--- src/design/gace_pkg.sv ---
// Shared types, codes and helpers for the graph adjacency clustering engine.
package gace_pkg;

    localparam int NODE_W        = 4;
    localparam int MAX_ROWS      = 16;
    localparam int NODES_DEFAULT = 16;

    localparam int MODE_W = 2;
    localparam logic [MODE_W-1:0] MODE_CLEAR   = 2'd0;
    localparam logic [MODE_W-1:0] MODE_ADD     = 2'd1;
    localparam logic [MODE_W-1:0] MODE_COMMON  = 2'd2;
    localparam logic [MODE_W-1:0] MODE_CLUSTER = 2'd3;

    localparam int CMASK_W  = 16;
    localparam int CCOUNT_W = 5;
    localparam int DEG_W    = 5;
    localparam int NEDGE_W  = 7;
    localparam int COEF_W   = 17;
    localparam int IN_W     = 8;
    localparam int OUT_W    = 56;

    localparam int TWICE_W   = 8;
    localparam int PAIRS_W   = 8;
    localparam int FRAC_W    = 16;
    localparam int NUM_W     = TWICE_W + FRAC_W;
    localparam int DIV_STEPS = NUM_W;
    localparam int STEP_W    = 5;

    typedef logic [MAX_ROWS-1:0] row_t;

    function automatic logic [CCOUNT_W-1:0] popcount(input row_t x);
        logic [CCOUNT_W-1:0] c;
        c = '0;
        for (int i = 0; i < MAX_ROWS; i++) begin
            c = c + {{(CCOUNT_W-1){1'b0}}, x[i]};
        end
        return c;
    endfunction

endpackage

--- src/design/graph_adjacency_clustering_engine.sv ---
// Graph adjacency engine: matrix store, common-neighbour and clustering sequencer.
//
// Input channel s_*: one request per operation; s_tuser carries the mode
// (clear, add edge, common-neighbour query, clustering query), s_tdata the
// two node indices. Result channel m_*: exactly one result per request.
// s_tready is high only while the sequencer is idle; one request is worked
// on at a time through a single popcount unit, one row read port and a
// bit-serial divider.
// Steps per request (ROWS = min(NODES,16), k = degree): clear goes straight
//   to the result; add edge reads row a and, if both nodes are in range, writes row a and, unless a = b, row b;
//   common query reads rows a and b and masks them; clustering query reads row a,
//   scans all ROWS rows for its k neighbours, plus 24 restoring divider steps when k >= 2.
// A finished result sits in the output register; the next request is taken
// while it waits. If the receiver stalls with a result still held, the
// sequencer waits in its final state until the register frees up.
// Reset (aresetn low, synchronous) empties the graph via per-row valid bits
// and drops any held result; the block is ready the cycle after.
module graph_adjacency_clustering_engine
    import gace_pkg::*;
#(
    parameter int NODES = NODES_DEFAULT
) (
    input  logic             aclk,
    input  logic             aresetn,
    input  logic             s_tvalid,
    output logic             s_tready,
    input  logic [IN_W-1:0]  s_tdata,   // node_a[3:0], node_b[7:4]
    input  logic [MODE_W-1:0] s_tuser,  // mode[1:0]
    output logic             m_tvalid,
    input  logic             m_tready,
    output logic [OUT_W-1:0] m_tdata    // common_mask[15:0], common_count[20:16],
                                        // degree[25:21], neighbour_edges[32:26],
                                        // coefficient_q16[49:33], zero[55:50]
);

    localparam int ROWS  = (NODES < MAX_ROWS) ? NODES : MAX_ROWS;
    localparam int ROW_W = $clog2(ROWS);

    localparam logic [3:0] ST_IDLE     = 4'd0;
    localparam logic [3:0] ST_ADD_RD   = 4'd1;
    localparam logic [3:0] ST_ADD_WA   = 4'd2;
    localparam logic [3:0] ST_ADD_WB   = 4'd3;
    localparam logic [3:0] ST_CMN_RA   = 4'd4;
    localparam logic [3:0] ST_CMN_RB   = 4'd5;
    localparam logic [3:0] ST_CMN_AND  = 4'd6;
    localparam logic [3:0] ST_CLU_RA   = 4'd7;
    localparam logic [3:0] ST_CLU_NB   = 4'd8;
    localparam logic [3:0] ST_CLU_SCAN = 4'd9;
    localparam logic [3:0] ST_CLU_ACC  = 4'd10;
    localparam logic [3:0] ST_CLU_PREP = 4'd11;
    localparam logic [3:0] ST_CLU_DIV  = 4'd12;
    localparam logic [3:0] ST_DONE     = 4'd13;

    logic [ROWS-1:0] mem [ROWS];

    logic [3:0]          state_reg, state_next;
    logic [NODE_W-1:0]   a_reg, a_next, b_reg, b_next, j_reg, j_next;
    row_t                nb_reg, nb_next, acc_reg, acc_next;
    logic [DEG_W-1:0]    deg_reg, deg_next;
    logic [TWICE_W-1:0]  twice_reg, twice_next;
    logic [PAIRS_W-1:0]  pairs_reg, pairs_next;
    logic [NUM_W-1:0]    num_reg, num_next;
    logic [PAIRS_W:0]    rem_reg, rem_next;
    logic [COEF_W-1:0]   quo_reg, quo_next;
    logic [STEP_W-1:0]   cnt_reg, cnt_next;
    logic [CMASK_W-1:0]  cmask_reg, cmask_next;
    logic [CCOUNT_W-1:0] ccount_reg, ccount_next;
    logic [NEDGE_W-1:0]  nedge_reg, nedge_next;
    logic [COEF_W-1:0]   coef_reg, coef_next;
    logic [OUT_W-1:0]    m_tdata_reg, m_tdata_next;
    logic                m_tvalid_reg, m_tvalid_next;
    logic [ROWS-1:0]     row_vld_reg, row_vld_next;
    logic [ROWS-1:0]     rd_data_reg;
    logic                rd_ok_reg;

    logic [NODE_W-1:0]   rd_node;
    logic                rd_ok;
    logic [ROW_W-1:0]    rd_addr;
    logic                wr_en;
    logic [ROW_W-1:0]    wr_addr;
    row_t                wr_row;
    row_t                rd_row;
    row_t                bit_a, bit_b, bit_j;
    row_t                pc_in;
    logic [CCOUNT_W-1:0] pc_out;
    logic                a_ok, b_ok, j_last;
    logic [PAIRS_W:0]    rem_sh;
    logic                rem_ge;
    logic [2*DEG_W-1:0]  pairs_full;

    function automatic logic node_in_range(input logic [NODE_W-1:0] n);
        return {1'b0, n} < (NODE_W+1)'(ROWS);
    endfunction

    assign a_ok   = node_in_range(a_reg);
    assign b_ok   = node_in_range(b_reg);
    assign j_last = ({1'b0, j_reg} == (NODE_W+1)'(ROWS - 1));
    assign bit_a  = row_t'(1) << a_reg;
    assign bit_b  = row_t'(1) << b_reg;
    assign bit_j  = row_t'(1) << j_reg;
    assign rd_row = rd_ok_reg ? row_t'(rd_data_reg) : '0;
    assign pc_out = popcount(pc_in);

    assign rem_sh     = {rem_reg[PAIRS_W-1:0], num_reg[NUM_W-1]};
    assign rem_ge     = rem_sh >= {1'b0, pairs_reg};
    assign pairs_full = (2*DEG_W)'(deg_reg) * (2*DEG_W)'(deg_reg - DEG_W'(1));

    always_comb begin
        case (state_reg)
            ST_ADD_WA, ST_CMN_RB: rd_node = b_reg;
            ST_CLU_SCAN:          rd_node = j_reg;
            default:              rd_node = a_reg;
        endcase
    end
    assign rd_ok   = node_in_range(rd_node);
    assign rd_addr = rd_node[ROW_W-1:0];

    always_comb begin
        case (state_reg)
            ST_CMN_AND: pc_in = acc_reg & rd_row & ~bit_a & ~bit_b;
            ST_CLU_NB:  pc_in = rd_row & ~bit_a;
            default:    pc_in = nb_reg & ~bit_j & rd_row;
        endcase
    end

    always_comb begin
        wr_en   = 1'b0;
        wr_addr = a_reg[ROW_W-1:0];
        wr_row  = rd_row | bit_b;
        if (state_reg == ST_ADD_WA) begin
            wr_en = 1'b1;
            if (a_reg == b_reg) begin
                wr_row = rd_row & ~bit_a;
            end
        end else if (state_reg == ST_ADD_WB) begin
            wr_en   = 1'b1;
            wr_addr = b_reg[ROW_W-1:0];
            wr_row  = rd_row | bit_a;
        end
    end

    assign s_tready = (state_reg == ST_IDLE);
    assign m_tvalid = m_tvalid_reg;
    assign m_tdata  = m_tdata_reg;

    always_comb begin
        state_next    = state_reg;
        a_next        = a_reg;
        b_next        = b_reg;
        j_next        = j_reg;
        nb_next       = nb_reg;
        acc_next      = acc_reg;
        deg_next      = deg_reg;
        twice_next    = twice_reg;
        pairs_next    = pairs_reg;
        num_next      = num_reg;
        rem_next      = rem_reg;
        quo_next      = quo_reg;
        cnt_next      = cnt_reg;
        cmask_next    = cmask_reg;
        ccount_next   = ccount_reg;
        nedge_next    = nedge_reg;
        coef_next     = coef_reg;
        m_tdata_next  = m_tdata_reg;
        m_tvalid_next = m_tvalid_reg && !m_tready;
        row_vld_next  = row_vld_reg;
        if (wr_en) begin
            row_vld_next[wr_addr] = 1'b1;
        end

        case (state_reg)
            ST_IDLE: begin
                if (s_tvalid) begin
                    a_next      = s_tdata[NODE_W-1:0];
                    b_next      = s_tdata[2*NODE_W-1:NODE_W];
                    cmask_next  = '0;
                    ccount_next = '0;
                    deg_next    = '0;
                    nedge_next  = '0;
                    coef_next   = '0;
                    case (s_tuser)
                        MODE_CLEAR: begin
                            row_vld_next = '0;
                            state_next   = ST_DONE;
                        end
                        MODE_ADD:    state_next = ST_ADD_RD;
                        MODE_COMMON: state_next = ST_CMN_RA;
                        default:     state_next = ST_CLU_RA;
                    endcase
                end
            end
            ST_ADD_RD: begin
                state_next = (a_ok && b_ok) ? ST_ADD_WA : ST_DONE;
            end
            ST_ADD_WA: begin
                state_next = (a_reg == b_reg) ? ST_DONE : ST_ADD_WB;
            end
            ST_ADD_WB: begin
                state_next = ST_DONE;
            end
            ST_CMN_RA: begin
                state_next = ST_CMN_RB;
            end
            ST_CMN_RB: begin
                acc_next   = rd_row;
                state_next = ST_CMN_AND;
            end
            ST_CMN_AND: begin
                cmask_next  = pc_in;
                ccount_next = pc_out;
                state_next  = ST_DONE;
            end
            ST_CLU_RA: begin
                state_next = ST_CLU_NB;
            end
            ST_CLU_NB: begin
                nb_next    = pc_in;
                deg_next   = pc_out;
                twice_next = '0;
                j_next     = '0;
                state_next = ST_CLU_SCAN;
            end
            ST_CLU_SCAN: begin
                if (nb_reg[j_reg]) begin
                    state_next = ST_CLU_ACC;
                end else if (j_last) begin
                    state_next = ST_CLU_PREP;
                end else begin
                    j_next = NODE_W'(j_reg + 1'b1);
                end
            end
            ST_CLU_ACC: begin
                twice_next = TWICE_W'(twice_reg + TWICE_W'(pc_out));
                if (j_last) begin
                    state_next = ST_CLU_PREP;
                end else begin
                    j_next     = NODE_W'(j_reg + 1'b1);
                    state_next = ST_CLU_SCAN;
                end
            end
            ST_CLU_PREP: begin
                if (deg_reg < DEG_W'(2)) begin
                    state_next = ST_DONE;
                end else begin
                    nedge_next = twice_reg[TWICE_W-1:1];
                    pairs_next = pairs_full[PAIRS_W-1:0];
                    num_next   = {twice_reg, {FRAC_W{1'b0}}};
                    rem_next   = '0;
                    quo_next   = '0;
                    cnt_next   = '0;
                    state_next = ST_CLU_DIV;
                end
            end
            ST_CLU_DIV: begin
                rem_next = rem_ge ? (rem_sh - {1'b0, pairs_reg}) : rem_sh;
                quo_next = {quo_reg[COEF_W-2:0], rem_ge};
                num_next = {num_reg[NUM_W-2:0], 1'b0};
                cnt_next = STEP_W'(cnt_reg + 1'b1);
                if (cnt_reg == STEP_W'(DIV_STEPS - 1)) begin
                    coef_next  = {quo_reg[COEF_W-2:0], rem_ge};
                    state_next = ST_DONE;
                end
            end
            ST_DONE: begin
                if (!m_tvalid_reg || m_tready) begin
                    m_tdata_next  = OUT_W'({coef_reg, nedge_reg, deg_reg, ccount_reg,
                                            cmask_reg});
                    m_tvalid_next = 1'b1;
                    state_next    = ST_IDLE;
                end
            end
            default: begin
                state_next = ST_IDLE;
            end
        endcase
    end

    always_ff @(posedge aclk) begin
        if (wr_en) begin
            mem[wr_addr] <= wr_row[ROWS-1:0];
        end
        rd_data_reg <= mem[rd_addr];
    end

    always_ff @(posedge aclk) begin
        if (!aresetn) begin
            state_reg    <= ST_IDLE;
            m_tvalid_reg <= 1'b0;
            row_vld_reg  <= '0;
            rd_ok_reg    <= 1'b0;
        end else begin
            state_reg    <= state_next;
            m_tvalid_reg <= m_tvalid_next;
            row_vld_reg  <= row_vld_next;
            rd_ok_reg    <= rd_ok && row_vld_reg[rd_addr];
        end
    end

    always_ff @(posedge aclk) begin
        a_reg       <= a_next;
        b_reg       <= b_next;
        j_reg       <= j_next;
        nb_reg      <= nb_next;
        acc_reg     <= acc_next;
        deg_reg     <= deg_next;
        twice_reg   <= twice_next;
        pairs_reg   <= pairs_next;
        num_reg     <= num_next;
        rem_reg     <= rem_next;
        quo_reg     <= quo_next;
        cnt_reg     <= cnt_next;
        cmask_reg   <= cmask_next;
        ccount_reg  <= ccount_next;
        nedge_reg   <= nedge_next;
        coef_reg    <= coef_next;
        m_tdata_reg <= m_tdata_next;
    end

endmodule
--- config.mk ---
export PLATFORM = sky130hd
export DESIGN_NAME = graph_adjacency_clustering_engine
export DESIGN_NICKNAME = d
export VERILOG_FILES = /design/src/design/gace_pkg.sv /design/src/design/graph_adjacency_clustering_engine.sv
export SDC_FILE = /design/constraint.sdc
export NUM_CORES = 1
export LEC_CHECK = 0
export BUFFER_PORTS_ARGS = -buffer_cell sky130_fd_sc_hd__buf_4
export CORE_MARGIN = 8
export CORE_UTILIZATION = 65
export DETAILED_ROUTE_END_ITERATION = 8
export HOLD_SLACK_MARGIN = 0.15
export PLACE_DENSITY_LB_ADDON = 0.3
export SLEW_MARGIN = 10
export SYNTH_ARGS = -nofsm -noshare
export SYNTH_HDL_FRONTEND = slang
export SYNTH_SLANG_ARGS = --single-unit
--- constraint.sdc ---
create_clock -name aclk -period 20.3 [get_ports aclk]
set_clock_uncertainty 0.05 [all_clocks]
set_input_delay 0 -clock aclk [delete_from_list [all_inputs] [get_ports aclk]]
set_output_delay 0 -clock aclk [all_outputs]
set_load 0.02 [all_outputs]
### After elaboration in Yosys (flattened, before gate mapping)

Memories as Yosys holds them, arrays and structs flattened. A register that Yosys moved wholly into a read port is not among the register bits.
Cells that the tools add are included.

| word-level totals | value |
|---|---|
| input port bits | 14 |
| memories kept | 1 |
| bits in writable memories | 256 |
| output and inout port bits | 58 |
| flip-flop bits (word level) | 235 |

| cells by class | value |
|---|---|
| add/subtract/negate cells | 20 |
| shifts and indexed selects | 3 |
| multiply operators | 1 |
| $lt $le $gt $ge | 6 |
| equal/unequal tests | 24 |
| bitwise operators | 13 |
| reduce and logical (&&, ||, !) cells | 26 |
| muxes and demuxes | 58 |

Memory list:

| memory | words | bits a word | read ports | clocked after Yosys merged registers in | wr ports | line | text |
|---|---|---|---|---|---|---|---|
| mem | 16 | 16 | 1 | 1 | 1 | graph_adjacency_clustering_engine.sv:54 | `logic [ROWS-1:0] mem [ROWS];` |

Operators with widths:

| operator | count |
|---|---|
| two-way mux 16 bit | 10 |
| bitwise AND 16 bit | 6 |
| case mux 16 bit (2 select lines) | 3 |
| adder 5 x 1 -> 5 bit | 11 |
| case mux 4 bit (13 select lines) | 1 |
| inverter 16 bit | 3 |
| bitwise OR 16 bit | 3 |
| case mux 24 bit (2 select lines) | 1 |
| left shift 1 x 4 -> 16 bit (first input constant) | 3 |
| two-way mux 4 bit | 10 |
| two-way mux 17 bit | 2 |
| case mux 17 bit (2 select lines) | 1 |
| case mux 8 bit (2 select lines) | 2 |
| case mux 5 bit (2 select lines) | 3 |
| equality test 4 bit (second input constant) | 7 |
| two-way mux 24 bit | 1 |
| case mux 4 bit (3 select lines) | 2 |
| equality test 4 x 3 -> 1 bit (second input constant) | 4 |
| two-way mux 8 bit | 2 |
| < comparator 4 x 5 -> 1 bit (second input constant) | 3 |
| two-way mux 7 bit | 2 |
| case mux 7 bit (2 select lines) | 1 |
| AND reduction 2 bit | 7 |
| nonzero test 2 bit | 6 |
| other kinds (37) | 57 |

### Longest topological paths before layout

Gate-level depths: netlist (run 1).

| depth | value |
|---|---|
| depth in word-level cells | 22 |
| depth in mapped cells | 27 |
| mapped depth without buffers | 24 |

### Worst setup path after synthesis (run 1)

Ideal clock, no wire load.

| timing path | value |
|---|---|
| path kind | register to register |
| from | register state_reg[0] |
| to | register twice_reg[6] (data pin) |
| path slack | 13.925 ns |
| library setup time | 0.259 ns |
| buffers on the path | 3 |
| stages on the path, launching flop included | 25 |
| arrival | 6.065 ns |
| required time | 19.991 ns |
| cells stage by stage | dfxtp_1 -> buf_6 -> clkbuf_1 -> nor2_1 -> nand2_1 -> inv_1 -> nor2_1 -> clkbuf_1 -> a41oi_1 -> fa_1 -> inv_1 -> fa_1 -> fa_1 -> fa_1 -> ha_1 -> fa_1 -> xnor2_1 -> inv_1 -> ha_1 -> a21o_1 -> a21oi_1 -> nor2b_1 -> o21ai_0 -> xor2_1 -> nor2_1 |

| between the ends | value |
|---|---|
| word-level cells in the longest chain between the ends | 19 |

Ends and longest elaborated chain:

| what | line | text |
|---|---|---|
| start: declaration | graph_adjacency_clustering_engine.sv:56 | `logic [3:0] state_reg, state_next;` |
| start signal: assignment | graph_adjacency_clustering_engine.sv:292 | `state_reg <= state_next;` |
| equality test 4 bit / equality test 4 x 3 -> 1 bit (equally long branches) | graph_adjacency_clustering_engine.sv:119 | `case (state_reg)` |
| case mux 16 bit (2 select lines) * | graph_adjacency_clustering_engine.sv:119 |  |
| adder 1 x 1 -> 2 bit | gace_pkg.sv:35 | `c = c + {{(CCOUNT_W-1){1'b0}}, x[i]};` |
| adder 2 x 1 -> 3 bit | gace_pkg.sv:35 |  |
| adder 3 x 1 -> 4 bit | gace_pkg.sv:35 |  |
| adder 4 x 1 -> 5 bit | gace_pkg.sv:35 |  |
| adder 5 x 1 -> 5 bit (10 in a row) | gace_pkg.sv:35 |  |
| adder 5 x 1 -> 5 bit * | gace_pkg.sv:35 |  |
| via pc_out[2] | graph_adjacency_clustering_engine.sv:85 | `logic [CCOUNT_W-1:0] pc_out;` |
| adder 8 x 5 -> 8 bit * | graph_adjacency_clustering_engine.sv:233 | `twice_next = TWICE_W'(twice_reg + TWICE_W'(pc_out));` |
| case mux 8 bit (2 select lines) * | graph_adjacency_clustering_engine.sv:171 | `case (state_reg)` |
| end signal: assignment | graph_adjacency_clustering_engine.sv:306 | `twice_reg <= twice_next;` |
| end: declaration | graph_adjacency_clustering_engine.sv:60 | `logic [TWICE_W-1:0] twice_reg, twice_next;` |

The timed path passes the listed nets; every way through them passes the cells marked *.
A chain may end at the register's enable or synchronous reset.

### Worst setup path in the final report (run 1)

| timing path | value |
|---|---|
| from | register state_reg[2] |
| to | register twice_reg[6] (data pin) |

The elaborated chain is that of the path after synthesis.

==> results of run 1 <==
cell usage after synthesis (3+ instances only):
master | count | area [µm²]
a211oi_1 | 5 | 37.5
a21o_1 | 7 | 52.6
a21oi_1 | 71 | 355
a22oi_1 | 18 | 135
a2bb2oi_1 | 5 | 43.8
a311oi_1 | 3 | 26.3
a31oi_1 | 5 | 31.3
a32o_1 | 13 | 130
a32oi_1 | 4 | 35.0
a41o_1 | 10 | 100
a41oi_1 | 5 | 43.8
and2_1 | 47 | 294
and3_1 | 7 | 43.8
buf_1 | 6 | 22.5
buf_2 | 7 | 35.0
buf_4 | 8 | 60.1
buf_6 | 7 | 78.8
clkbuf_1 | 45 | 169
dfxtp_1 | 38 | 761
edfxtp_1 | 452 | 13600
fa_1 | 22 | 440
ha_1 | 44 | 551
inv_1 | 61 | 229
mux2i_1 | 35 | 350
mux4_2 | 36 | 811
nand2_1 | 137 | 514
nand2b_1 | 11 | 68.8
nand3_1 | 42 | 210
nand4_1 | 3 | 18.8
nor2_1 | 146 | 548
nor2b_1 | 31 | 194
nor3_1 | 26 | 130
nor3b_1 | 5 | 37.5
nor4_1 | 4 | 25.0
o211ai_1 | 3 | 22.5
o21a_1 | 23 | 173
o21ai_0 | 30 | 150
o2bb2ai_1 | 13 | 114
o31ai_1 | 15 | 113
xnor2_1 | 16 | 140
xor2_1 | 9 | 78.8
power groups by stage:
stage	Combinational, mW	Clock [mW]	Sequential [mW]
floorplan	0.849	0	1.37
global placement	1.05	0	1.41
detailed placement	1.07	0	1.42
CTS	1.10	0.852	1.40
global route	1.21	0.887	1.41
finish	1.10	0.840	1.40
per-stage QoR:
| stage | utilization | cells | power (mW) | worst slack, ns | hold WS [ns] |
|---|---|---|---|---|---|
| after global routing | 0.740 | 2084 | 3.51 | 11.43 | 0.319 |
| after floorplan | - | 1517 | 2.22 | 13.93 | 0.0489 |
| after global placement | 0.686 | 1976 | 2.46 | 12.34 | 0.129 |
| final | 0.740 | 2084 | 3.34 | 12.02 | 0.270 |
| after CTS | 0.739 | 2084 | 3.35 | 12.07 | 0.253 |
| after detailed placement | 0.686 | 1976 | 2.49 | 12.03 | 0.129 |
area by class of cell:
cell class	instances	area share
timing repair buffer	117	0.0393
clock inverter	27	0.0108
sequential	490	0.598
inverter	62	0.00971
tap	442	0.0231
multi-input combinational	890	0.268
clock buffer	56	0.0505
metal layers:
layer,GRT usage,part of all wire,vias up
met2,0.397,0.50,561
met1,0.313,0.40,6244
met3,0.0333,0.071,87
met5,0,0,-
met4,0.0755,0.029,0
li1,-,-,5821
path summary, 6_finish.rpt:
kind	start	to	slack [ns]
setup / recovery	state_reg[2]$_SDFFE_PN0P_	twice_reg[6]$_SDFFCE_PN0P_	12.02
setup reg to reg	state_reg[2]$_SDFFE_PN0P_	twice_reg[6]$_SDFFCE_PN0P_	12.02
hold reg to reg	coef_reg[7]$_SDFFCE_PN0P_	m_tdata[40]$_DFFE_PP_	0.36
hold / removal	aresetn	m_tvalid$_SDFF_PN0_	0.27
critical path, cell delays in order, from the launching register on:
cell	delay, ns
dfxtp_1	0.79
nor2b_1	0.27
nand2_1	0.57
inv_1	0.52
nor2_1	0.97
a41oi_1	0.36
fa_1	0.61
inv_1	0.06
fa_1	0.50
fa_1	0.58
fa_1	0.43
ha_1	0.24
fa_1	0.40
xnor2_1	0.32
inv_1	0.08
ha_1	0.33
a21o_1	0.21
a21oi_1	0.18
nor2b_1	0.09
o21ai_0	0.21
xor2_1	0.16
nor2_1	0.05
logic make-up (layout without fill, tap and decap cells):
logic type / Yosys count / in the layout / synth area share
compound gates: 250 / 250 / 0.0821
xor+xnor: 25 / 25 / 0.0103
fa+ha+maj: 66 / 66 / 0.0466
buf+inv: 137 / 262 / 0.0295
flops: 490 / 490 / 0.673
mux: 71 / 71 / 0.0546
other cells: 1 / 6 / 0.000176
simple gates: 472 / 472 / 0.103
==> impl_metrics.env, run 1 <==
export IMPL_setup_violations=0
export IMPL_die_h_um=197
export IMPL_yosys_register_bits=490
export IMPL_p_int_mw=2.21
export IMPL_postCtsSetupBuffers=0
export IMPL_required_ns=20.54
export IMPL_critPathKind="reg -> reg"
export IMPL_critPathLaunchType="register"
export IMPL_synth_edff_count=452
export IMPL_clock_path_buffers=3
export IMPL_ys_seq_area_frac=0.673
export IMPL_p_per_area_mw_per_mm2=139
export IMPL_largest_register_ffs=256
export IMPL_finalCritPeriodShare=0.408
export IMPL_cts_tree="built"
export IMPL_synthArstFlopShare=0
export IMPL_drive_gt1_frac=0.132
export IMPL_area_growth_syn_to_layout_pct=12.6
export IMPL_final_hold_viol_count=0
export IMPL_final_area_mm2=0.0240
export IMPL_syn_avg_cell_area_um2=14.1
export IMPL_grt_max_degree=59
export IMPL_place_area_mm2=0.0222
export IMPL_crit_arrival_ns=8.53
export IMPL_rsz0062_at_grt="false"
export IMPL_gp_congestion=0.923
export IMPL_power_frac_clock=0.252
export IMPL_power_switching_mw=1.12
export IMPL_clkLatencyLatePin_ns=0.56
export IMPL_hold_buffers=25
export IMPL_outcome="complete, no violations"
export IMPL_cts_htree_levels=2
export IMPL_worst_slew_pin_slew_ns=1.36
export IMPL_firstDrtPassIters=6
export IMPL_final_cell_mix="452 x edfxtp_1, 145 x nor2_1, 137 x nand2_1"
export IMPL_cts_buffers=47
export IMPL_grt_usage=0.235
export IMPL_root_buffer="clkbuf_16"
export IMPL_cts_clk_slew_worst_paths_ns=0.06
export IMPL_irDropWorstVdd_uv=80.6
export IMPL_antenna_found_initial=0
export IMPL_r2r_cells=21
export IMPL_wirelength_mm=45.4
export IMPL_power_leakage_nw=8.71
export IMPL_seq_area_mm2=0.0143
export IMPL_multi_input_area_mm2=0.00643
export IMPL_comb_power_share=0.330
export IMPL_design_die_area_mm2=0.0388
export IMPL_wire_per_inst_um=21.8
export IMPL_rows=66
export IMPL_start_util=0.658
export IMPL_post_dp_hpwl_mm=30.3
export IMPL_setup_tns_ns=0
export IMPL_yosysWarnings=0
export IMPL_grt_first_pass_wirelength_mm=71.3
export IMPL_num_vias=12713
export IMPL_io_pins=72
export IMPL_core_area_mm2=0.0324
export IMPL_cp_end_kind="register"
export IMPL_synth_flop_cell="edfxtp_1"
export IMPL_final_common_cell="edfxtp_1"
export IMPL_antennaDiodeCount=0
export IMPL_nets=1688
export IMPL_p_sw_frac=0.337
export IMPL_slew_viol_final=0
export IMPL_vias_per_cell=6.10
export IMPL_fill_cells=2029
export IMPL_port_buffers=65
export IMPL_seqPwrFrac=0.419
export IMPL_grt_pass1_vias=12782
export IMPL_path_max_fanout=25
export IMPL_min_path_type="in -> reg"
export IMPL_fp_dieW_um=197
export IMPL_synthCells=1512
export IMPL_holdPathStages=4
export IMPL_relSlewSlack=0.0914
export IMPL_max_freq_mhz=121
export IMPL_synth_cell_types=68
export IMPL_drc=0
export IMPL_fin_crit_ns=8.28
export IMPL_cap_violations=0
export IMPL_drtAntennaViolNets=0
export IMPL_grt_overflow_total=0
export IMPL_drt_initial_drc_count=1201
export IMPL_syn_cell_area_mm2=0.0213
export IMPL_cts_repair_resized=0
export IMPL_clock_sinks=490
Note: power is estimated with default switching activity, not from simulation.
==> run 2: changes to the inputs <==
Settings changed: ABC_AREA from default to 1, CORE_UTILIZATION 65 to 62.
Clock period 20.3 ns to 8.4 ns, I/O delays scaled along.
==> impl_metrics.env, run 2 <==
export IMPL_synthTopCellsByCount="452 x edfxtp_1, 314 x inv_1, 204 x nor2_1"
export IMPL_path_max_fanout=16
export IMPL_clkLatencyLatePin_ns=0.59
export IMPL_worstReg2RegEnd="twice_reg[7]$_SDFFCE_PN0P_"
export IMPL_final_cell_mix="452 x edfxtp_1, 314 x inv_1, 201 x nand2_1"
export IMPL_fin_crit_ns=6.96
export IMPL_min_path_type="in -> reg"
export IMPL_finalCritPeriodShare=0.829
export IMPL_synthArstFlopShare=0
export IMPL_cap_violations=0
export IMPL_drive_gt1_frac=0.104
export IMPL_yosysWarnings=0
export IMPL_final_area_mm2=0.0248
export IMPL_drtAntennaViolNets=0
export IMPL_outcome="complete, no violations"
export IMPL_whs_ns=0.291
export IMPL_synth_top_area_share=0.620
export IMPL_syn_avg_cell_area_um2=11.1
export IMPL_max_freq_mhz=144
export IMPL_drc=0
export IMPL_crit_arrival_ns=7.25
export IMPL_cp_end_kind="register"
export IMPL_critPathKind="reg -> reg"
export IMPL_grt_pass1_vias=14294
export IMPL_port_buffers=65
export IMPL_start_util=0.623
export IMPL_worst_slew_pin_slew_ns=1.40
export IMPL_cts_htree_levels=2
export IMPL_wire_per_inst_um=20.2
export IMPL_setup_tns_ns=0
export IMPL_num_vias=15002
export IMPL_clock_sinks=490
export IMPL_fin_ws_ns=1.44
export IMPL_synth_cell_types=44
export IMPL_core_area_mm2=0.0351
export IMPL_fill_cells=2434
export IMPL_post_dp_hpwl_mm=33.2
export IMPL_largest_register_ffs=256
export IMPL_required_ns=8.69
export IMPL_clock_path_buffers=3
export IMPL_critPathLaunchType="register"
export IMPL_rsz0062_at_grt="false"
export IMPL_yosysMostFrequentCell="edfxtp_1"
export IMPL_firstDrtPassIters=5
export IMPL_vias_per_cell=5.84
export IMPL_area_growth_syn_to_layout_pct=13.2
export IMPL_worstHoldStart="m_tready"
export IMPL_synth_top_area_cell="edfxtp_1"
export IMPL_power_leakage_nw=9.75
export IMPL_rrSetupSlack_ns=1.44
export IMPL_synth_edff_count=452
export IMPL_cts_tree="built"
export IMPL_setup_violations=0
export IMPL_place_area_mm2=0.0229
export IMPL_startpoint="state_reg[2]$_SDFFE_PN0P_"
export IMPL_grt_first_pass_wirelength_mm=80.3
export IMPL_design_die_area_mm2=0.0416
export IMPL_wirelength_mm=51.9
export IMPL_synthCells=1976
export IMPL_antennaDiodeCount=0
export IMPL_critPathMaxStageDelay_ns=0.59
export IMPL_grt_overflow_total=0
export IMPL_rows=69
export IMPL_grt_max_degree=161
export IMPL_critPathSlowestCell="fa_1"
export IMPL_final_hold_viol_count=0
export IMPL_antenna_found_initial=0
export IMPL_cts_buffers=49
export IMPL_cts_repair_resized=0
export IMPL_die_h_um=204
export IMPL_synth_flop_cell="edfxtp_1"
export IMPL_r2r_cells=28
export IMPL_syn_cell_area_mm2=0.0219
export IMPL_gp_congestion=0.944
export IMPL_holdPathStages=5
export IMPL_nets=2149
export IMPL_dp_slack_ns=1.46
export IMPL_io_pins=72
export IMPL_p_per_area_mw_per_mm2=342
export IMPL_root_buffer="clkbuf_16"
export IMPL_cts_clk_slew_worst_paths_ns=0.06
export IMPL_drt_initial_drc_count=1470
export IMPL_rr_startpoint="state_reg[2]$_SDFFE_PN0P_"
export IMPL_synth_area_leaders="edfxtp_1 62%, inv_1 5.4%, nand3_1 3.7%, nor2_1 3.5%, dfxtp_1 3.5%"
export IMPL_slew_viol_final=0
export IMPL_irDropWorstVdd_uv=237
export IMPL_min_to="m_tvalid$_SDFF_PN0_"
export IMPL_final_common_cell="edfxtp_1"
export IMPL_fp_dieW_um=204
export IMPL_ys_seq_area_frac=0.654
export IMPL_relSlewSlack=0.0697
export IMPL_grt_usage=0.248
export IMPL_yosys_register_bits=490
run 2: changes by cell type after synthesis, moves of 24 or more:
| cell | delta |
|---|---|
| inv_1 | +253 |
| nand3_1 | +120 |
| o211ai_1 | +66 |
| o21ai_1 | +66 |
| nand2_1 | +64 |
| nor2_1 | +58 |
| a21oi_1 | +57 |
| and2_1 | -46 |
| mux4_2 | -36 |
| mux2i_1 | -35 |
| buf_2 | +32 |
| nor2b_1 | -31 |
| o21ai_0 | +24 |
run 2: cell families after synthesis:
logic type,count (synthesis),synth area share
simple gates,629,0.124
other cells,1,0.000171
fa+ha+maj,66,0.0452
buf+inv,416,0.0752
compound gates,357,0.0941
flops,490,0.654
xor+xnor,17,0.00680
run 2: timing repair:
action / 4_1_cts / 5_1_grt
endpoints found under the hold margin: 50 / 0
hold buffers: 25 / 0
setup buffers: 0 / 0
endpoints found under the setup margin: 0 / 0
run 2: worst max path at each step:
stage and end:
6_report twice_reg[7]$_SDFFCE_PN0P_, 5_1_grt twice_reg[7]$_SDFFCE_PN0P_, 4_1_cts twice_reg[7]$_SDFFCE_PN0P_, 3_5_place_dp twice_reg[7]$_SDFFCE_PN0P_
3_3_place_gp twice_reg[7]$_SDFFCE_PN0P_, 2_1_floorplan twice_reg[7]$_SDFFCE_PN0P_
run 2: final cells by class:
cell class / instances / area (µm²) / area share
Sequential cell: 490 / 14300 / 0.578
Multi-Input combinational cell: 1075 / 6040 / 0.243
Clock buffer: 75 / 1410 / 0.0567
Inverter: 330 / 1240 / 0.0500
Timing Repair Buffer: 123 / 986 / 0.0398
Tap cell: 461 / 577 / 0.0233
Clock inverter: 17 / 218 / 0.00878
run 2: where the power goes:
group / switching, mW / internal (mW) / total, mW
Clock: 0.908 / 1.28 / 2.19
Combinational: 1.99 / 0.920 / 2.91
Sequential: 0.181 / 3.21 / 3.39
run 2: metrics by stage:
step | utilization | total power [mW] | std cells
5_1_grt | 0.706 | 8.98 | 2571
6_report | 0.706 | 8.49 | 2571
4_1_cts | 0.705 | 8.50 | 2571
2_1_floorplan | - | 5.51 | 1981
3_5_place_dp | 0.652 | 6.29 | 2454
3_3_place_gp | 0.652 | 6.20 | 2454
run 2: critical path: cells and delay by family, from the launching register on:
family / cells / cell delay [ns]
buffers and inverters: 6 / 0.94
AOI/OAI and AO/OA: 5 / 0.65
adders and majority gates: 7 / 2.98
and+or+nand+nor: 10 / 1.69
DFF: 1 / 0.40
run 2: routing by layer:
metal | GRT usage | wire (µm) | vias to the layer above
li1 | - | - | 6991
met1 | 0.327 | 20500 | 7141
met2 | 0.412 | 25100 | 731
met3 | 0.0414 | 4480 | 139
met4 | 0.0969 | 1870 | 0
met5 | 0 | 0 | -
